### src/design/utf8d_pkg.sv
// shared types and constants for the utf-8 stream decoder
// result entry and front-to-queue push bundle; no dependencies
package utf8d_pkg;

  localparam int QDEPTH = 4;
  localparam int QAW    = $clog2(QDEPTH);
  localparam int QCW    = $clog2(QDEPTH + 1);

  localparam logic [31:0] REPL_RESET = 32'd63;

  typedef struct packed {
    logic [31:0] code;
    logic        invalid;
    logic        eor;
    logic        eos;
  } res_t;

  typedef struct packed {
    logic [1:0] cnt;
    res_t       e0;
    res_t       e1;
  } push_t;

endpackage

### src/design/utf8d_front.sv
// front end: byte classification, sequence state and result generation
// depends on utf8d_pkg
module utf8d_front (
  input  logic             clk,
  input  logic             rst_n,
  input  logic             accept,
  input  logic [7:0]       data_byte,
  input  logic             is_last,
  input  logic [31:0]      repl_code,
  output utf8d_pkg::push_t push,
  output logic             seq_open
);
  import utf8d_pkg::*;

  logic [2:0]  rem_r, rem_nxt, rem_mid;
  logic [31:0] pc_r, pc_nxt, pc_mid;
  logic        cont, open;
  logic        lead_ok;
  logic [2:0]  lead_rem;
  logic [31:0] lead_pay;
  logic [31:0] shifted;
  logic        e0v, e1v, e2v;
  res_t        ent0, ent1, ent2;
  res_t        s0, s1;
  logic [1:0]  cnt;

  // lead byte decode
  always_comb begin
    lead_ok  = 1'b1;
    lead_rem = 3'd0;
    lead_pay = 32'd0;
    if (data_byte[7:5] == 3'b110) begin
      lead_rem = 3'd1;
      lead_pay = {27'd0, data_byte[4:0]};
    end else if (data_byte[7:4] == 4'b1110) begin
      lead_rem = 3'd2;
      lead_pay = {28'd0, data_byte[3:0]};
    end else if (data_byte[7:3] == 5'b11110) begin
      lead_rem = 3'd3;
      lead_pay = {29'd0, data_byte[2:0]};
    end else if (data_byte[7:2] == 6'b111110) begin
      lead_rem = 3'd4;
      lead_pay = {30'd0, data_byte[1:0]};
    end else if (data_byte[7:1] == 7'b1111110) begin
      lead_rem = 3'd5;
      lead_pay = {31'd0, data_byte[0]};
    end else if (data_byte == 8'hfe) begin
      lead_rem = 3'd5;
      lead_pay = 32'd2;
    end else if (data_byte == 8'hff) begin
      lead_rem = 3'd5;
      lead_pay = 32'd3;
    end else begin
      lead_ok = 1'b0;
    end
  end

  always_comb begin
    cont    = (data_byte[7:6] == 2'b10);
    open    = (rem_r != 3'd0);
    shifted = {pc_r[25:0], data_byte[5:0]};
    rem_mid = rem_r;
    pc_mid  = pc_r;
    e0v     = 1'b0;
    e1v     = 1'b0;
    ent0    = '{code: repl_code, invalid: 1'b1, eor: 1'b0, eos: 1'b0};
    ent1    = '{code: repl_code, invalid: 1'b1, eor: 1'b0, eos: 1'b0};
    ent2    = '{code: repl_code, invalid: 1'b1, eor: 1'b0, eos: 1'b0};
    if (open && cont) begin
      rem_mid = rem_r - 3'd1;
      if (rem_mid == 3'd0) begin
        e1v    = 1'b1;
        pc_mid = 32'd0;
        if (shifted != 32'd0) begin
          ent1.code    = shifted;
          ent1.invalid = 1'b0;
        end
      end else begin
        pc_mid = shifted;
      end
    end else begin
      // a broken sequence reports first, then the byte starts afresh
      e0v     = open;
      rem_mid = 3'd0;
      pc_mid  = 32'd0;
      if (!data_byte[7]) begin
        e1v          = 1'b1;
        ent1.code    = {24'd0, data_byte};
        ent1.invalid = 1'b0;
      end else if (lead_ok) begin
        rem_mid = lead_rem;
        pc_mid  = lead_pay;
      end else begin
        e1v = 1'b1;
      end
    end
    // sequence cut off by end of string
    e2v     = is_last && (rem_mid != 3'd0);
    rem_nxt = is_last ? 3'd0 : rem_mid;
    pc_nxt  = is_last ? 32'd0 : pc_mid;

    cnt = {1'b0, e0v} + {1'b0, e1v} + {1'b0, e2v};
    s0  = e0v ? ent0 : (e1v ? ent1 : ent2);
    s1  = (e0v && e1v) ? ent1 : ent2;
    if (cnt == 2'd1) begin
      s0.eor = 1'b1;
      s0.eos = is_last;
    end
    s1.eor = 1'b1;
    s1.eos = is_last;

    push.cnt = cnt;
    push.e0  = s0;
    push.e1  = s1;
  end

  always_ff @(posedge clk) begin
    if (!rst_n) begin
      rem_r <= 3'd0;
      pc_r  <= 32'd0;
    end else if (accept) begin
      rem_r <= rem_nxt;
      pc_r  <= pc_nxt;
    end
  end

  assign seq_open = open;

endmodule

### src/design/utf8d_queue.sv
// result queue between front and back; takes up to two entries a cycle
// depends on utf8d_pkg
module utf8d_queue (
  input  logic                  clk,
  input  logic                  rst_n,
  input  logic                  push_en,
  input  utf8d_pkg::push_t      push,
  input  logic                  pop,
  output utf8d_pkg::res_t       head,
  output logic                  head_valid,
  output logic [utf8d_pkg::QCW-1:0] level
);
  import utf8d_pkg::*;

  res_t           mem [QDEPTH];
  logic [QAW-1:0] wr_ptr_r, wr_ptr_nxt, rd_ptr_r, rd_ptr_nxt;
  logic [QCW-1:0] level_r, level_nxt;
  logic [1:0]     pcnt;

  always_comb begin
    pcnt       = push_en ? push.cnt : 2'd0;
    wr_ptr_nxt = wr_ptr_r + QAW'(pcnt);
    rd_ptr_nxt = rd_ptr_r + QAW'(pop);
    level_nxt  = level_r + QCW'(pcnt) - QCW'(pop);
  end

  always_ff @(posedge clk) begin
    if (pcnt != 2'd0) begin
      mem[wr_ptr_r] <= push.e0;
    end
    if (pcnt == 2'd2) begin
      mem[wr_ptr_r + QAW'(1)] <= push.e1;
    end
  end

  always_ff @(posedge clk) begin
    if (!rst_n) begin
      wr_ptr_r <= '0;
      rd_ptr_r <= '0;
      level_r  <= '0;
    end else begin
      wr_ptr_r <= wr_ptr_nxt;
      rd_ptr_r <= rd_ptr_nxt;
      level_r  <= level_nxt;
    end
  end

  assign head       = mem[rd_ptr_r];
  assign head_valid = (level_r != '0);
  assign level      = level_r;

endmodule

### src/design/utf8d_back.sv
// back end: output register that drains the result queue
// depends on utf8d_pkg
module utf8d_back (
  input  logic            clk,
  input  logic            rst_n,
  input  utf8d_pkg::res_t head,
  input  logic            head_valid,
  input  logic            out_ready,
  output logic            pop,
  output logic            out_valid,
  output utf8d_pkg::res_t out_res
);
  import utf8d_pkg::*;

  logic valid_r, valid_nxt;
  res_t res_r;

  always_comb begin
    pop       = head_valid && (!valid_r || out_ready);
    valid_nxt = pop || (valid_r && !out_ready);
  end

  always_ff @(posedge clk) begin
    if (!rst_n) begin
      valid_r <= 1'b0;
    end else begin
      valid_r <= valid_nxt;
    end
  end

  always_ff @(posedge clk) begin
    if (pop) begin
      res_r <= head;
    end
  end

  assign out_valid = valid_r;
  assign out_res   = res_r;

endmodule

### src/design/utf8_stream_decoder_core.sv
// top level of the utf-8 stream decoder: front, result queue, output stage
// depends on utf8d_pkg, utf8d_front, utf8d_queue, utf8d_back
//
// usage:
//   in_*   : one utf-8 byte per transaction in in_tdata[7:0]; in_tlast marks
//            the final byte of a string
//   out_*  : one 32-bit code point per transaction; out_tuser flags it as a
//            replacement and as the last result of its byte; out_tlast marks
//            the last result of the final byte of a string
//   cfg_*  : write of the replacement code, only while the block is idle
// a byte gives zero, one or two results; they pass through the queue and
// are then registered in the output stage. a byte is taken every cycle as
// long as the results leave at one per cycle; the single output register
// limits drain to one result per cycle; two-result bytes raise the queue level.
// in_tready is high while the 4-entry queue has room for two results.
// when the receiver stalls, results pile up in the queue and in_tready
// drops once fewer than two slots are free.
// reset clears the sequence state and the queue and sets the replacement
// code to 63 ('?').
module utf8_stream_decoder_core (
  input  logic        clk,
  input  logic        rst_n,
  // input byte stream
  input  logic        in_tvalid,
  output logic        in_tready,
  input  logic [7:0]  in_tdata,   // [7:0] data_byte
  input  logic        in_tlast,   // is_last
  // decoded code points
  output logic        out_tvalid,
  input  logic        out_tready,
  output logic [31:0] out_tdata,  // [31:0] code_point
  output logic [1:0]  out_tuser,  // [0] was_invalid, [1] end_of_run
  output logic        out_tlast,  // end_of_string
  // configuration
  input  logic        cfg_wr_en,
  input  logic [31:0] cfg_wr_data // replacement_code
);
  import utf8d_pkg::*;

  logic [31:0]    repl_r;
  logic           in_accept;
  push_t          push;
  logic           seq_open;
  res_t           head;
  logic           head_valid;
  logic           pop;
  logic [QCW-1:0] q_level;
  res_t           out_res;

  // replacement code register
  always_ff @(posedge clk) begin
    if (!rst_n) begin
      repl_r <= REPL_RESET;
    end else if (cfg_wr_en) begin
      repl_r <= cfg_wr_data;
    end
  end

  // room for the worst case of two results per byte
  assign in_tready = (q_level <= QCW'(QDEPTH - 2));
  assign in_accept = in_tvalid && in_tready;

  utf8d_front u_front (
    .clk       (clk),
    .rst_n     (rst_n),
    .accept    (in_accept),
    .data_byte (in_tdata),
    .is_last   (in_tlast),
    .repl_code (repl_r),
    .push      (push),
    .seq_open  (seq_open)
  );

  utf8d_queue u_queue (
    .clk        (clk),
    .rst_n      (rst_n),
    .push_en    (in_accept),
    .push       (push),
    .pop        (pop),
    .head       (head),
    .head_valid (head_valid),
    .level      (q_level)
  );

  utf8d_back u_back (
    .clk        (clk),
    .rst_n      (rst_n),
    .head       (head),
    .head_valid (head_valid),
    .out_ready  (out_tready),
    .pop        (pop),
    .out_valid  (out_tvalid),
    .out_res    (out_res)
  );

  assign out_tdata = out_res.code;
  assign out_tuser = {out_res.eor, out_res.invalid};
  assign out_tlast = out_res.eos;

  // queue never overflows
  a_queue_bound: assert property (@(posedge clk) disable iff (!rst_n)
    q_level <= QCW'(QDEPTH))
    else $error("result queue level beyond depth");

  // end of string is always the last result of its byte
  a_eos_eor: assert property (@(posedge clk) disable iff (!rst_n)
    out_tvalid && out_tlast |-> out_tuser[1])
    else $error("end of string without end of run");

  // a string end closes any open sequence
  a_last_closes: assert property (@(posedge clk) disable iff (!rst_n)
    in_accept && in_tlast |=> !seq_open)
    else $error("sequence still open after last byte");

endmodule
### config.mk
export PLATFORM = sky130hd
export DESIGN_NAME = utf8_stream_decoder_core
export DESIGN_NICKNAME = d
export VERILOG_FILES = /design/src/design/utf8d_pkg.sv /design/src/design/utf8d_front.sv /design/src/design/utf8d_queue.sv /design/src/design/utf8d_back.sv /design/src/design/utf8_stream_decoder_core.sv
export SDC_FILE = /design/constraint.sdc
export NUM_CORES = 1
export LEC_CHECK = 0
export BUFFER_PORTS_ARGS = -buffer_cell sky130_fd_sc_hd__clkbuf_2
export CAP_MARGIN = 40
export CORE_MARGIN = 3
export CORE_UTILIZATION = 54
export DETAILED_ROUTE_END_ITERATION = 6
export PLACE_DENSITY = 0.85
export SETUP_SLACK_MARGIN = 0.3
export SLEW_MARGIN = 10
export SYNTH_ARGS = -nofsm -noshare
export SYNTH_HDL_FRONTEND = slang
export SYNTH_SLANG_ARGS = --single-unit
### constraint.sdc
create_clock -name clk -period 6.9 [get_ports clk]
set_input_delay 1.38 -clock clk [delete_from_list [all_inputs] [get_ports clk]]
set_output_delay 1.38 -clock clk [all_outputs]
set_load 0.01 [all_outputs]
[Yosys cells after proc, flatten, opt, wreduce, memory -nomap -nowiden]
Memory sizes are Yosys's and may differ from the RTL's. A register that Yosys moved wholly into a read port is not among the register bits.
Cells that the tools add are included.
Operators by class
  $add $sub $neg: 8
  $mul: 0
  divide/modulo/power cells: 0
  $lt $le $gt $ge: 1
  equal/unequal tests: 10
  shifts and indexed selects: 0
  mux-type cells: 48
  bitwise gates (word level): 0
  reductions and logical operators: 16
Operator list (number)
  26-bit 2-to-1 mux: 10
  33-bit 2-to-1 mux: 4
  35-bit 2-to-1 mux: 3
  3-bit 2-to-1 mux: 11
  32-bit nonzero test: 1
  8-bit equality test, second input constant: 2
  1-bit 2-to-1 mux: 16
  3-bit nonzero test: 3
  2-bit 2-to-1 mux: 4
  7-bit equality test, second input constant: 1
  6-bit equality test, second input constant: 1
  1-bit logical AND: 6
  5-bit equality test, second input constant: 1
  2-bit by 1-bit adder with 2-bit output: 2
  2-bit equality test, second input constant: 2
  4-bit equality test, second input constant: 1
  3-bit by 2-bit adder with 3-bit output: 1
  3-bit equality test, second input constant: 1
  3-bit by 2-bit <= comparator with 1-bit output, second input constant: 1
  3-bit logical NOT: 1
  3-bit by 1-bit subtractor with 3-bit output: 1
  3-bit by 1-bit subtractor with 3-bit output, second input constant: 1
  1-bit by 1-bit adder with 2-bit output: 1
  2-bit by 1-bit adder with 2-bit output, second input constant: 1
  5 further kinds: 7
Storage, ports and cells
  bits in registers: 69
  latch bits: 0
  RAM bits: 140
  memory bits (read-only): 0
  input bits: 46
  output and inout bits: 37
  word-level logic and storage cells: 91
  memories: 1
Memories
  u_queue.mem: words 4, width 35, rd ports 1, clocked after memory_dff 1, wr ports 2, RTL line utf8d_queue.sv:15  | res_t mem [QDEPTH];

[Depth between registers and ports, before layout]
  depth after elaboration: 18
  depth in mapped cells: 18
  mapped depth without buffers: 14

[By module]
Synthesis repeated with hierarchy kept, for this count alone.
Unflattened totals
  cells, all modules: 790
  area, all modules: 11636.2 µm²
Modules (own cells, without submodules)
  utf8d_queue: times used 1, cells an instance 391, area each 7171.9 µm², sequential area each 4344.2 µm²
  utf8d_front: times used 1, cells an instance 255, area each 2125.8 µm², sequential area each 580.6 µm²
  utf8_stream_decoder_core: times used 1, cells an instance 105, area each 1239.9 µm², sequential area each 640.6 µm²
  utf8d_back: times used 1, cells an instance 39, area each 1098.6 µm², sequential area each 1071.0 µm²

[Least setup slack after synthesis]
Ideal clock, no wire load.
  path type: in2reg
  from: input in_tdata[6]
  to: memory u_queue.mem[0][0] (netlist name), enable pin
  library setup time: 0.472 ns
  data arrival time: 5.590 ns
  data required time: 6.428 ns
  path slack: 0.838 ns
  cell stages on the path: 10
  buffers on the path: 1
  cells stage by stage: clkbuf_1 > nand2_1 > a21oi_1 > nand2_1 > o21ai_0 > o31ai_1 > fa_1 > nor2b_2 > nand2_1 > o21ai_0
RTL lines
  start: declaration: RTL line utf8_stream_decoder_core.sv:26  | input logic [7:0] in_tdata,
  end: declaration: RTL line utf8d_queue.sv:15

==> flow_metrics.env <==
export IMPL_clock_path_buffers=3
export IMPL_max_freq_mhz=199
export IMPL_synth_seq_area_share=0.580
export IMPL_dieWidth_um=151
export IMPL_postCtsHoldBufs=0
export IMPL_ys_types=61
export IMPL_final_cell_area_mm2=0.0128
export IMPL_yosysWarnings=0
export IMPL_syn_to_final_growth_pct=12.6
export IMPL_dr_pass1_iters=6
export IMPL_drtAntennaViolNets=0
export IMPL_dp_hpwl_um=17700
export IMPL_synth_area_leader_cell="edfxtp_1"
export IMPL_power_density_mw_per_mm2=329
export IMPL_synth_avg_cell_area_um2=13.3
export IMPL_routed_wl_um=28100
export IMPL_crit_type="primary input to flip-flop"
export IMPL_io_buffers=82
export IMPL_worstPathRequired_ns=7.29
export IMPL_grt_use_total=0.246
export IMPL_viasPerCell=6.51
export IMPL_tns_ns=0
export IMPL_fin_total_pwr_w=0.00422
export IMPL_placed_cell_area_mm2=0.0120
export IMPL_num_nets_final=970
export IMPL_synthCells=858
export IMPL_clk_latency_ns=0.53
export IMPL_drv_cap=0
export IMPL_drcViolationCount=0
export IMPL_grt_pass1_wl_um=43100
export IMPL_status="finished, final reports clean"
export IMPL_rows=52
export IMPL_max_slew_margin=0.388
export IMPL_synthTopCellsByArea="edfxtp_1, dfxtp_1, a22o_1, mux4_2, mux2i_1"
export IMPL_grt_overflow=0
export IMPL_period_share=0.730
export IMPL_fin_worst_skew_ns=0.00842
export IMPL_gp_congestion=0.921
export IMPL_synth_most_common_cell="edfxtp_1"
export IMPL_final_layout_size_suffix_gt1_frac=0.214
export IMPL_synth_edf_count=171
export IMPL_ctsResizeCount=0
export IMPL_fin_crit_ns=5.04
export IMPL_synth_common_cells="edfxtp_1, a22o_1, dfxtp_1"
export IMPL_die_height_um=151
export IMPL_cts_tree="done"
export IMPL_holdWs_ns=0.523
export IMPL_ir_drop_v=0.000341
export IMPL_cp_end_kind="flip-flop"
export IMPL_clk_pin_slew_ns=0.06
export IMPL_cp_max_fo=32
export IMPL_clock_sink_count=244
export IMPL_hp_class="flip-flop to flip-flop"
export IMPL_rsz0062_at_grt="no"
export IMPL_grt_pass1_vias=7635
export IMPL_die_area_mm2=0.0228
export IMPL_antenna_found_initial=1
export IMPL_drt_iter0_markers=1014
export IMPL_ys_flop_type="edfxtp_1"
export IMPL_wl_per_cell_um=23.4
export IMPL_dr_total_vias=7837
export IMPL_hold_viol=0
export IMPL_p_leak_nw=4.33
export IMPL_numCtsBuffers=25
export IMPL_num_fill_cells=1505
export IMPL_setup_viol=0
export IMPL_maxSlewViolCount=0
export IMPL_grt_max_degree=70
export IMPL_tightest_slew_ns=0.916
export IMPL_cts_root_buf="clkbuf_16"
export IMPL_async_flop_share=0
export IMPL_seqCellArea_mm2=0.00660
export IMPL_core_mm2=0.0204
export IMPL_h_tree_depth=1
export IMPL_synthesis_nets=914
export IMPL_initial_utilization=0.557
export IMPL_netlist_area_leader_share=0.452
export IMPL_worstPathArrival_ns=5.42
export IMPL_ios=83
export IMPL_syn_area_mm2=0.0114
export IMPL_post_cts_setup_buffers=0
export IMPL_ys_seq_elements=244
export IMPL_multi_input_area_mm2=0.00440
export IMPL_setup_worst_path_start_class="primary input"
export IMPL_antenna_cells=0
==> per-layer routing <==
metal,global-route usage,part of all wire
met5,0,0.00046
met4,0.0961,0.035
met3,0.0431,0.092
met2,0.394,0.48
met1,0.338,0.39
==> layout make-up <==
cell class	instances	area share
Tap cell	270	0.0264
Inverter	13	0.00381
Clock inverter	11	0.00811
Multi-Input combinational cell	527	0.344
Timing Repair Buffer	103	0.0485
Clock buffer	35	0.0541
Sequential cell	244	0.515
==> cell usage in the layout (no fill, tap or decap), types with 17 or more instances in the layout <==
cell type  instances
mux2i_1           37
nand3_1           25
nand2_1           58
edfxtp_1         171
buf_4             17
nor2b_1           55
dfxtp_1           72
o21ai_0           19
clkbuf_16         25
a22oi_1           30
a22o_1           102
mux4_2            35
clkbuf_2          82
nor2_1            21
==> state kept, by name, indices dropped and copies added (netlist names) <==
signal,count
u_back.out_res,35
repl_r,32
u_queue.mem,140
u_queue.wr_ptr_r,2
u_front.rem_r,3
u_back.out_valid,1
u_queue.rd_ptr_r,2
u_front.pc_r,26
u_queue.level,3
==> path summary, 6_finish.rpt <==
kind	startpoint	end	slack [ns]	cells after the start
max	in_tdata[7]	u_queue.mem[1][28]	1.86	12
min	u_back.out_valid	u_back.out_valid	0.52	2
max reg2reg	u_front.rem_r[0]	u_queue.mem[1][28]	2.51	14
min reg2reg	u_back.out_valid	u_back.out_valid	0.52	2
==> worst max-delay path, stage by stage <==
cell and delay [ns]:
clkbuf_2 0.52, inv_1 0.26, a311oi_1 0.34, o31ai_1 0.16, fa_1 0.61, nor2b_2 0.27, nand2b_1 0.33, o22ai_4 0.36
and2_4 0.24, a21o_1 0.49, buf_8 0.25, a22o_1 0.18
==> power by group <==
part | internal (W) | switching (W)
logic | 0.000383 | 0.000551
clock network | 0.000747 | 0.000553
registers | 0.00188 | 0.000104
total | 0.00301 | 0.00121
==> metrics by stage <==
stage | util | instances | worst slack (ns)
2_1_floorplan | - | 858 | 0.838
3_3_place_gp | 0.583 | 1152 | 1.41
3_5_place_dp | 0.587 | 1156 | 1.48
4_1_cts | 0.626 | 1202 | 2.00
5_1_grt | 0.627 | 1203 | 1.65
6_report | 0.627 | 1203 | 1.86
==> cells by family (layout without fill, tap and decap cells) <==
| kind of cell | after synthesis | after routing | synth area share |
|---|---|---|---|
| flip-flops | 244 | 244 | 0.580 |
| AO/OA/AOI/OAI | 231 | 231 | 0.165 |
| AND/OR/NAND/NOR | 208 | 208 | 0.0974 |
| buffers and inverters | 87 | 162 | 0.0384 |
| multiplexers | 72 | 72 | 0.102 |
| adder cells (fa/ha/maj) | 10 | 10 | 0.0123 |
| XOR/XNOR | 6 | 6 | 0.00462 |
(Power assumes the default switching activity.)
